**src/rtl/jcsd_pkg.sv**
```systemverilog
// ----------------------------------------------------------------------------
// jcsd_pkg
// shared constants for the joystick center, scale and deadzone unit
// ----------------------------------------------------------------------------
package jcsd_pkg;

   localparam int ADC_BITS_DEF = 12;
   localparam int Q_BITS       = 15;
   localparam int STICK_W      = 16;
   localparam int DZ_W         = 15;
   localparam int CSR_IDX_W    = 3;

   // register stages inside one axis: operand, numerator, quotient bits, result
   localparam int AXIS_LATENCY = Q_BITS + 3;

   localparam logic [STICK_W-1:0] STICK_POS_SAT = {1'b0, {(STICK_W-1){1'b1}}};
   localparam logic [STICK_W-1:0] STICK_NEG_SAT = {1'b1, {(STICK_W-1){1'b0}}};

   typedef enum logic [CSR_IDX_W-1:0] {
      CSR_INVERT_X = 3'd0,
      CSR_INVERT_Y = 3'd1,
      CSR_CENTER_X = 3'd2,
      CSR_CENTER_Y = 3'd3,
      CSR_DEADZONE = 3'd4
   } csr_index_type;

endpackage

```
**src/rtl/jcsd_axis.sv**
```systemverilog
// ----------------------------------------------------------------------------
// jcsd_axis
// one axis: mirror, center offset and pipelined restoring divide with clamp
// ----------------------------------------------------------------------------
module jcsd_axis import jcsd_pkg::*; #(
   parameter int ADC_BITS = ADC_BITS_DEF
) (
   input  logic                       clock,
   input  logic                       reset,
   input  logic                       in_valid,
   input  logic [ADC_BITS-1:0]        raw,
   input  logic                       invert,
   input  logic [ADC_BITS-1:0]        center,
   output logic                       out_valid,
   output logic signed [STICK_W-1:0]  out_value
);

   localparam int AW = ADC_BITS;
   localparam int QW = Q_BITS;
   localparam int NW = ADC_BITS + Q_BITS;
   localparam logic [AW-1:0] ADC_MAX = {AW{1'b1}};

   // operand stage
   logic [AW-1:0] s_in;
   logic          pos_in;
   logic          neg_in;
   logic [AW-1:0] mag_in;
   logic [AW-1:0] den_in;

   logic          a_valid_ff;
   logic          a_neg_ff;
   logic          a_zero_ff;
   logic [AW-1:0] a_mag_ff;
   logic [AW-1:0] a_den_ff;

   always_comb begin
      s_in   = invert ? (ADC_MAX - raw) : raw;
      pos_in = s_in > center;
      neg_in = s_in < center;
      mag_in = pos_in ? (s_in - center) : (center - s_in);
      den_in = pos_in ? (ADC_MAX - center) : center;
   end

   always_ff @(posedge clock) begin
      if (reset) begin
         a_valid_ff <= 1'b0;
      end else begin
         a_valid_ff <= in_valid;
      end
      a_neg_ff  <= neg_in;
      a_zero_ff <= (!pos_in && !neg_in) || (den_in == '0);
      a_mag_ff  <= mag_in;
      a_den_ff  <= den_in;
   end

   // numerator stage
   logic [NW-1:0] num_in;
   logic [NW-1:0] den_top_in;

   logic          d_valid_ff [0:QW];
   logic [QW-1:0] d_q_ff     [0:QW];
   logic          d_neg_ff   [0:QW];
   logic          d_zero_ff  [0:QW];
   logic          d_sat_ff   [0:QW];
   logic [NW-1:0] d_rem_ff   [0:QW-1];
   logic [AW-1:0] d_den_ff   [0:QW-1];

   always_comb begin
      num_in     = {a_mag_ff, {QW{1'b0}}} - (a_neg_ff ? '0 : NW'(a_mag_ff));
      den_top_in = {a_den_ff, {QW{1'b0}}};
   end

   always_ff @(posedge clock) begin
      if (reset) begin
         d_valid_ff[0] <= 1'b0;
      end else begin
         d_valid_ff[0] <= a_valid_ff;
      end
      d_q_ff[0]    <= '0;
      d_neg_ff[0]  <= a_neg_ff;
      d_zero_ff[0] <= a_zero_ff;
      d_sat_ff[0]  <= num_in >= den_top_in;
      d_rem_ff[0]  <= num_in;
      d_den_ff[0]  <= a_den_ff;
   end

   // one quotient bit per stage
   for (genvar k = 0; k < QW; k++) begin : g_div
      localparam int SH = QW - 1 - k;
      logic [NW-1:0] trial;
      logic          take;

      assign trial = NW'(d_den_ff[k]) << SH;
      assign take  = d_rem_ff[k] >= trial;

      always_ff @(posedge clock) begin
         if (reset) begin
            d_valid_ff[k+1] <= 1'b0;
         end else begin
            d_valid_ff[k+1] <= d_valid_ff[k];
         end
         d_q_ff[k+1]    <= {d_q_ff[k][QW-2:0], take};
         d_neg_ff[k+1]  <= d_neg_ff[k];
         d_zero_ff[k+1] <= d_zero_ff[k];
         d_sat_ff[k+1]  <= d_sat_ff[k];
      end

      if (k < QW - 1) begin : g_carry
         always_ff @(posedge clock) begin
            d_rem_ff[k+1] <= take ? (d_rem_ff[k] - trial) : d_rem_ff[k];
            d_den_ff[k+1] <= d_den_ff[k];
         end
      end
   end

   // sign and clamp
   logic [STICK_W-1:0] mag_q;
   logic [STICK_W-1:0] value_in;
   logic               v_valid_ff;
   logic [STICK_W-1:0] v_value_ff;

   always_comb begin
      mag_q = {1'b0, d_q_ff[QW]};
      priority if (d_zero_ff[QW]) begin
         value_in = '0;
      end else if (d_sat_ff[QW]) begin
         value_in = d_neg_ff[QW] ? STICK_NEG_SAT : STICK_POS_SAT;
      end else begin
         value_in = d_neg_ff[QW] ? (~mag_q + 1'b1) : mag_q;
      end
   end

   always_ff @(posedge clock) begin
      if (reset) begin
         v_valid_ff <= 1'b0;
      end else begin
         v_valid_ff <= d_valid_ff[QW];
      end
      v_value_ff <= value_in;
   end

   assign out_valid = v_valid_ff;
   assign out_value = $signed(v_value_ff);

endmodule

```
**src/rtl/joystick_center_scale_deadzone_unit.sv**
```systemverilog
// ----------------------------------------------------------------------------
// joystick_center_scale_deadzone_unit
// centered, scaled stick values from adc sample pairs with a radial deadzone
// ----------------------------------------------------------------------------
// A sample pair is taken on every clock where start is high and busy is low;
// busy is high only during reset, so one beat per cycle is sustained. Each
// result appears on rsp_stick_x/rsp_stick_y with rsp_strobe for one cycle,
// exactly 20 cycles (Q_BITS + 5) after its sample was taken, in order, and
// must be captured then. The latency is set by the divider in each axis,
// which resolves one quotient bit per pipeline stage. Write the registers
// only while no beat is in flight.
module joystick_center_scale_deadzone_unit import jcsd_pkg::*; #(
   parameter int ADC_BITS = ADC_BITS_DEF
) (
   input  logic                                            clock,
   input  logic                                            reset,
   input  logic                                            start,
   output logic                                            busy,
   input  logic [ADC_BITS-1:0]                             req_raw_x,
   input  logic [ADC_BITS-1:0]                             req_raw_y,
   output logic                                            rsp_strobe,
   output logic signed [STICK_W-1:0]                       rsp_stick_x,
   output logic signed [STICK_W-1:0]                       rsp_stick_y,
   input  logic                                            csr_we,
   input  logic [CSR_IDX_W-1:0]                            csr_index,
   input  logic [((ADC_BITS > DZ_W) ? ADC_BITS : DZ_W)-1:0] csr_wdata
);

   localparam int SQ_W = 2 * STICK_W - 1;
   localparam int LAT  = AXIS_LATENCY + 2;
   localparam logic [ADC_BITS-1:0] CENTER_RST = {1'b1, {(ADC_BITS-1){1'b0}}};

   // configuration registers
   logic                invert_x_ff;
   logic                invert_y_ff;
   logic [ADC_BITS-1:0] center_x_ff;
   logic [ADC_BITS-1:0] center_y_ff;
   logic [DZ_W-1:0]     deadzone_ff;
   logic [2*DZ_W-1:0]   dz_sq_ff;

   always_ff @(posedge clock) begin
      if (reset) begin
         invert_x_ff <= 1'b0;
         invert_y_ff <= 1'b0;
         center_x_ff <= CENTER_RST;
         center_y_ff <= CENTER_RST;
         deadzone_ff <= '0;
      end else if (csr_we) begin
         unique case (csr_index)
            CSR_INVERT_X: invert_x_ff <= csr_wdata[0];
            CSR_INVERT_Y: invert_y_ff <= csr_wdata[0];
            CSR_CENTER_X: center_x_ff <= csr_wdata[ADC_BITS-1:0];
            CSR_CENTER_Y: center_y_ff <= csr_wdata[ADC_BITS-1:0];
            CSR_DEADZONE: deadzone_ff <= csr_wdata[DZ_W-1:0];
            default: ;
         endcase
      end
   end

   always_ff @(posedge clock) begin
      dz_sq_ff <= deadzone_ff * deadzone_ff;
   end

   assign busy = reset;

   logic                      accept;
   logic                      ax_valid_x;
   logic                      ax_valid_y;
   logic signed [STICK_W-1:0] ax_x;
   logic signed [STICK_W-1:0] ax_y;

   assign accept = start && !busy;

   jcsd_axis #(.ADC_BITS(ADC_BITS)) u_axis_x (
      .clock     (clock),
      .reset     (reset),
      .in_valid  (accept),
      .raw       (req_raw_x),
      .invert    (invert_x_ff),
      .center    (center_x_ff),
      .out_valid (ax_valid_x),
      .out_value (ax_x)
   );

   jcsd_axis #(.ADC_BITS(ADC_BITS)) u_axis_y (
      .clock     (clock),
      .reset     (reset),
      .in_valid  (accept),
      .raw       (req_raw_y),
      .invert    (invert_y_ff),
      .center    (center_y_ff),
      .out_valid (ax_valid_y),
      .out_value (ax_y)
   );

   // squares
   logic signed [2*STICK_W-1:0] xx_in;
   logic signed [2*STICK_W-1:0] yy_in;
   logic                        sq_valid_ff;
   logic signed [STICK_W-1:0]   sq_x_ff;
   logic signed [STICK_W-1:0]   sq_y_ff;
   logic [SQ_W-1:0]             sq_xx_ff;
   logic [SQ_W-1:0]             sq_yy_ff;

   assign xx_in = ax_x * ax_x;
   assign yy_in = ax_y * ax_y;

   always_ff @(posedge clock) begin
      if (reset) begin
         sq_valid_ff <= 1'b0;
      end else begin
         sq_valid_ff <= ax_valid_x;
      end
      sq_x_ff  <= ax_x;
      sq_y_ff  <= ax_y;
      sq_xx_ff <= xx_in[SQ_W-1:0];
      sq_yy_ff <= yy_in[SQ_W-1:0];
   end

   // deadzone and output beat
   logic [SQ_W:0] rad_in;
   logic          inside_in;
   logic          rsp_strobe_ff;
   logic signed [STICK_W-1:0] rsp_x_ff;
   logic signed [STICK_W-1:0] rsp_y_ff;

   assign rad_in    = {1'b0, sq_xx_ff} + {1'b0, sq_yy_ff};
   assign inside_in = rad_in <= (SQ_W+1)'(dz_sq_ff);

   always_ff @(posedge clock) begin
      if (reset) begin
         rsp_strobe_ff <= 1'b0;
      end else begin
         rsp_strobe_ff <= sq_valid_ff;
      end
      rsp_x_ff <= inside_in ? '0 : sq_x_ff;
      rsp_y_ff <= inside_in ? '0 : sq_y_ff;
   end

   assign rsp_strobe  = rsp_strobe_ff;
   assign rsp_stick_x = rsp_x_ff;
   assign rsp_stick_y = rsp_y_ff;

`ifndef SYNTHESIS
   a_axes_lockstep: assert property (@(posedge clock) disable iff (reset)
      ax_valid_x == ax_valid_y)
      else $error("axis pipelines out of step");

   a_strobe_follows_accept: assert property (@(posedge clock) disable iff (reset)
      rsp_strobe |-> $past(accept, LAT))
      else $error("result beat without a matching sample beat");

   a_accept_gives_strobe: assert property (@(posedge clock) disable iff (reset)
      accept |-> ##LAT rsp_strobe)
      else $error("sample beat lost in pipeline");
`endif

endmodule

```
**config.mk**
```make
export PLATFORM = sky130hd
export DESIGN_NAME = joystick_center_scale_deadzone_unit
export DESIGN_NICKNAME = d
export VERILOG_FILES = /design/src/rtl/jcsd_pkg.sv /design/src/rtl/jcsd_axis.sv /design/src/rtl/joystick_center_scale_deadzone_unit.sv
export SDC_FILE = /design/constraint.sdc
export NUM_CORES = 2
export LEC_CHECK = 0
export CAP_MARGIN = 20
export CORE_ASPECT_RATIO = 1.75
export CORE_MARGIN = 2
export CORE_UTILIZATION = 65
export CTS_CLUSTER_SIZE = 16
export DETAILED_ROUTE_END_ITERATION = 7
export DONT_BUFFER_PORTS = 1
export PLACE_DENSITY = 0.81
export SYNTH_ARGS = -nofsm -noshare
export SYNTH_HDL_FRONTEND = slang
export SYNTH_SLANG_ARGS = --single-unit
```
**constraint.sdc**
```tcl
create_clock -name clock -period 12.65 [get_ports clock]
set_input_delay 0 -clock clock [delete_from_list [all_inputs] [get_ports clock]]
set_output_delay 0 -clock clock [all_outputs]
set_load 0.1 [all_outputs]
```
Word level (Yosys, flattened, before mapping):

Memories as Yosys holds them, arrays and structs flattened. A register that Yosys moved wholly into a read port is not among the register bits.
Index checks and enable logic that the tools add are counted.

* memories: 13
* register bits: 284
* word-level logic and storage cells: 220
* input port bits: 46
* output and inout port bits: 34
* memory bits (writable): 1762

* equal/unequal tests: 4
* muxes and demuxes: 61
* bitwise operators: 18
* add/sub/neg operators: 41
* $mul: 3
* $lt $le $gt $ge: 37
* reductions and logical operators: 18

Memories
* u_axis_x.d_rem_ff: depth 15, width 27, read ports 15, clocked after Yosys merged registers in 0, write ports 15, line jcsd_axis.sv:65 `logic [NW-1:0] d_rem_ff [0:QW-1];`
* u_axis_y.d_rem_ff: depth 15, width 27, read ports 15, clocked after Yosys merged registers in 0, write ports 15, line jcsd_axis.sv:65
* u_axis_x.d_q_ff: depth 16, width 15, read ports 16, clocked after Yosys merged registers in 0, write ports 16, line jcsd_axis.sv:61 `logic [QW-1:0] d_q_ff [0:QW];`
* u_axis_y.d_q_ff: depth 16, width 15, read ports 16, clocked after Yosys merged registers in 0, write ports 16, line jcsd_axis.sv:61
* u_axis_x.d_den_ff: depth 15, width 12, read ports 15, clocked after Yosys merged registers in 0, write ports 15, line jcsd_axis.sv:66 `logic [AW-1:0] d_den_ff [0:QW-1];`
* u_axis_y.d_den_ff: depth 15, width 12, read ports 15, clocked after Yosys merged registers in 0, write ports 15, line jcsd_axis.sv:66
* 7 more memories

Operators with widths (number)
* $mux 27: 28
* $mux 12: 8
* $mux 16: 6
* $mul 16x16->31: 2
* $ge 27x12->1: 2
* $ge 27x13->1: 2
* $ge 27x14->1: 2
* $ge 27x15->1: 2
* $ge 27x16->1: 2
* $ge 27x17->1: 2
* $ge 27x18->1: 2
* $ge 27x19->1: 2
* $ge 27x20->1: 2
* $ge 27x21->1: 2
* $ge 27x22->1: 2
* $ge 27x23->1: 2
* $ge 27x24->1: 2
* $ge 27x25->1: 2
* $ge 27x26->1: 2
* $ge 27x27->1: 2
* $sub 27x13->27: 2
* $sub 27x14->27: 2
* $sub 27x15->27: 2
* $sub 27x16->27: 2
* 31 further kinds: 98

Logic depth before layout (Yosys ltp):

* word-level depth: 6
* depth in mapped cells: 25
* gate-level depth less buffers: 24

Modules after synthesis:

Synthesis repeated with hierarchy kept, for this count alone.

* cells, all modules: 9618
* area, all modules: 94221.6 µm²

Modules (own cells, without submodules)
* jcsd_axis at u_axis_x: times used 1, cells each 3174, seq. area each 16275.6 µm², area an instance 31928.1 µm²
* jcsd_axis at u_axis_y: times used 1, cells each 3180, seq. area each 16275.6 µm², area an instance 31914.4 µm²
* joystick_center_scale_deadzone_unit: times used 1, cells each 3264, seq. area each 3883.7 µm², area an instance 30379.1 µm²

Least setup slack after synthesis:

Ideal clock, no wire load.

* kind: reg2reg
* from: reg u_axis_y.v_value_ff[15] (netlist: u_axis_y.out_value[15])
* to: reg sq_yy_ff[30]
* setup time: 0.072 ns
* buffers on the path: 2
* slack: 6.386 ns
* cell stages (with the launch flop): 23
* arrival time: 6.191 ns
* required time: 12.578 ns
* clock period less this slack: 6.264 ns
* path through: dfxtp_1 -> clkbuf_1 -> inv_1 -> clkbuf_1 -> nor2_1 -> fa_1 -> fa_1 -> fa_1 -> fa_1 -> fa_1 -> inv_1 -> fa_1 -> inv_1 -> ha_1 -> a21o_1 -> a21o_1 -> a21o_1 -> a211oi_1 -> o31ai_1 -> or4_1 -> a31o_2 -> a21oi_1 -> xnor2_1

* longest elaborated chain between the ends: 1

Ends and longest elaborated chain
* start, declared: line jcsd_axis.sv:120 `logic [STICK_W-1:0] v_value_ff;`
* start signal, assigned: line jcsd_axis.sv:139 `v_value_ff <= value_in;`
* $mul 16x16->31: line joystick_center_scale_deadzone_unit.sv:106 `assign yy_in = ax_y * ax_y;`
* net yy_in[30]: line joystick_center_scale_deadzone_unit.sv:98 `logic signed [2*STICK_W-1:0] yy_in;`
* end signal, assigned: line joystick_center_scale_deadzone_unit.sv:117 `sq_yy_ff <= yy_in[SQ_W-1:0];`
* end, declared: line joystick_center_scale_deadzone_unit.sv:103 `logic [SQ_W-1:0] sq_yy_ff;`

The timed path passes the listed nets, and every way through them passes these cells.
A chain may end at the register's enable or synchronous reset.

Worst setup path after layout:

* from: reg u_axis_y.v_value_ff[3] (netlist: u_axis_y.out_value[3])
* to: reg sq_yy_ff[30]

Same word-level chain as after synthesis.

==> flow_summary.ini <==
[synth]
synth-edff-count = 0
synth-seq-cells = 1802
syn_nets = 10900
synth-simple-area-share_pct = 12.8
synth_top_family_by_area = adder cells
synth_compound_area_share_pct = 10.2
yosysWarningCount = 0
postSynthCellCount = 9481
synth_ff_type = dfxtp_1
async_flop_share_pct = 0
synth.avg_cell_area_um2 = 9.75
seq_area_frac_synth_pct = 39.0
yosys.area_share.xor_xnor_pct = 6.13
synth_cell_types = 80
synthesis.area_um2 = 92400
synthAdderAreaFrac_pct = 23.8
synthMuxAreaShare_pct = 1.41

[timing]
clock.fmax_mhz = 136
period_minus_slack_ns = 7.38
setup_viol_count_final = 0
hold_slack_ns = 0.000619
fin_crit_sh_pct = 58.3
final_max_slew_viol_count = 0
rsz0062_at_grt = false
slew_headroom_pct = 26.5
tightest_slew_ns = 1.10
fin_skew_ns = 0.0626
timing.setup.tns_ns = 0
hold_viol = 0

[placement]
detailed_place_hpwl_mm = 155
gp_congestion = 0.950
io_buffers = 0
dpl-instance-area_um2 = 94300

[floorplanning]
initial_core_util_pct = 65.3
die_h_um = 503
core_um2 = 142000
rows = 183
die_w_um = 289
num_io_pins = 80
dieArea_um2 = 145000

[global_route]
grt_pass1_vias = 69800
grt-ovfl-total = 0
grt_pass1_wl_mm = 330
grt_max_degree = 62
antenna_found_initial = 2
grt_use_total_pct = 28.3

[detailed_routing]
wl_per_cell_um = 17.5
viasPerCell = 5.65
dr.first_iter.drc_count = 3223
wl_mm = 203
drt_drc_violations_left = 0
final_antenna_net_count = 0
drt_pass1_iterations = 7
via_count = 65200

[hold_path]
whs_path_depth = 0
min_from = reset
hold_class = in -> out
min_to = busy

[setup_path]
cp_max_fo = 17
worst_ep_required_time_ns = 13.34
cp-end-kind = flip-flop
cp.arrival_ns = 8.06
r2r-end = sq_yy_ff[30]$_DFF_P_
crit_start = u_axis_y.out_value[3]$_SDFF_PP0_
crit_type = reg -> reg
rr_startpoint = u_axis_y.out_value[3]$_SDFF_PP0_
rrSetupSlack_ns = 5.27
start_kind = flip-flop
r2r_cells = 21

[cts]
cts.sinks = 1802
cts_buffers = 154
htreeDepth = 4
clock_latency_ns = 0.80
cts_root_buffer = clkbuf_16
cts_tree = yes
post_cts_buffers = 0
clock_path_buffers = 3
path_clk_slew_ns = 0.07

[finish]
nets = 11000
layout_commonest_cell = dfxtp_1
fin_util_pct = 71.3
fin_area_um2 = 101000
final_layout_size_suffix_gt1_share_pct = 4.55
syn_to_final_growth_pct = 9.13
most-common-layout-cells = dfxtp_1, inv_1, ha_1

[flow_run]
cap_violations = 0

[outcome]
status = complete, no violations
-- area by class of cell --
class                           count  area [µm²]
Inverter                         1471        5520
Clock buffer                      201        4280
Clock inverter                     71        1230
Sequential cell                  1802       36100
Fill cell                       10000       40700
Tap cell                         1850        2310
Multi-Input combinational cell   6018       50200
Timing Repair Buffer              130        1260
Antenna cell                        1        2.50
-- metal layers --
| metal | up-vias | track usage [%] | wire, µm |
|---|---|---|---|
| met2 | 1726 | 55.8 | 112000 |
| met5 | - | 0 | 11 |
| met3 | 781 | 3.57 | 7060 |
| met4 | 2 | 19.4 | 15000 |
| met1 | 31400 | 26.5 | 68100 |
| li1 | 31200 | - | - |
-- critical path, cell delays in order, from the launching register on --
cell	delay, ns
dfxtp_1	0.79
inv_1	0.28
nor2_1	0.28
ha_1	0.31
xor2_1	0.19
fa_1	0.48
fa_1	0.55
inv_1	0.06
fa_1	0.49
fa_1	0.54
inv_1	0.06
fa_1	0.51
inv_1	0.06
ha_1	0.39
and3_1	0.25
nand2_1	0.06
or3b_2	0.49
a2111oi_0	0.84
or4_1	0.27
a31o_2	0.17
a21oi_1	0.07
xnor2_1	0.12
-- metrics by stage --
step | cells | worst slack [ns]
after floorplan | 9481 | 6.39
after global routing | 11500 | 4.99
after CTS | 11500 | 5.43
final | 11500 | 5.27
after detailed placement | 11200 | 5.45
after global placement | 11200 | 5.45
-- how the worst max path moves through the flow --
| stage | endpoint | slack [ns] |
|---|---|---|
| after CTS | sq_yy_ff[30]$_DFF_P_ | 5.43 |
| after global placement | sq_yy_ff[30]$_DFF_P_ | 5.45 |
| after detailed placement | sq_yy_ff[30]$_DFF_P_ | 5.45 |
| after global routing | sq_yy_ff[30]$_DFF_P_ | 4.99 |
| after floorplan | sq_yy_ff[30]$_DFF_P_ | 6.39 |
| final | sq_yy_ff[30]$_DFF_P_ | 5.27 |
-- cells by family (layout without fill, tap and decap cells) --
family	after synthesis	count (layout)
xor gates and xnor gates	647	647
DFF	1802	1802
buffers and inverters	1661	1873
muxes	121	121
other	0	1
and+or+nand+nor	2374	2374
adders and majority gates	1378	1378
AOI/OAI and AO/OA	1498	1498
-- synthesized netlist by cell type, types with 44 or more instances --
cell,n,area [µm²]
nor3_1,174,871
and2_1,166,1040
a21oi_1,444,2220
a21o_1,178,1340
o31ai_1,55,413
mux2i_1,51,510
a211oi_1,56,420
nand2_1,711,2670
xor2_1,281,2460
xnor2_1,366,3210
nor2b_1,128,801
inv_1,1470,5520
o21ai_0,394,1970
ha_1,751,9400
nand2b_1,111,694
nor2_1,486,1820
and3_1,44,275
nor4_1,112,701
clkbuf_1,178,668
nand4_1,79,494
mux2_2,70,788
fa_1,627,12600
nand3_1,107,536
dfxtp_1,1802,36100
or3_1,74,463
o21a_1,91,683
-- what timing repair did --
action / CTS / global route
resized for setup: 0 / 0
endpoints found under the hold margin: 89 / 0
hold buffers: 98 / 0
-- registers in the layout (all words and copies together), names as in the netlist, 29 cells and up --
name and count:
u_axis_y.d_rem_ff 405, u_axis_x.d_den_ff 180, u_axis_y.d_q_ff 120, u_axis_x.d_rem_ff 405
u_axis_y.d_den_ff 180, sq_xx_ff 30, u_axis_x.d_q_ff 120, dz_sq_ff 29
sq_yy_ff 30
Power is left out: the tool's default activity adds up to more than one toggle a clock period on the data nets, which glitch-free logic cannot reach.
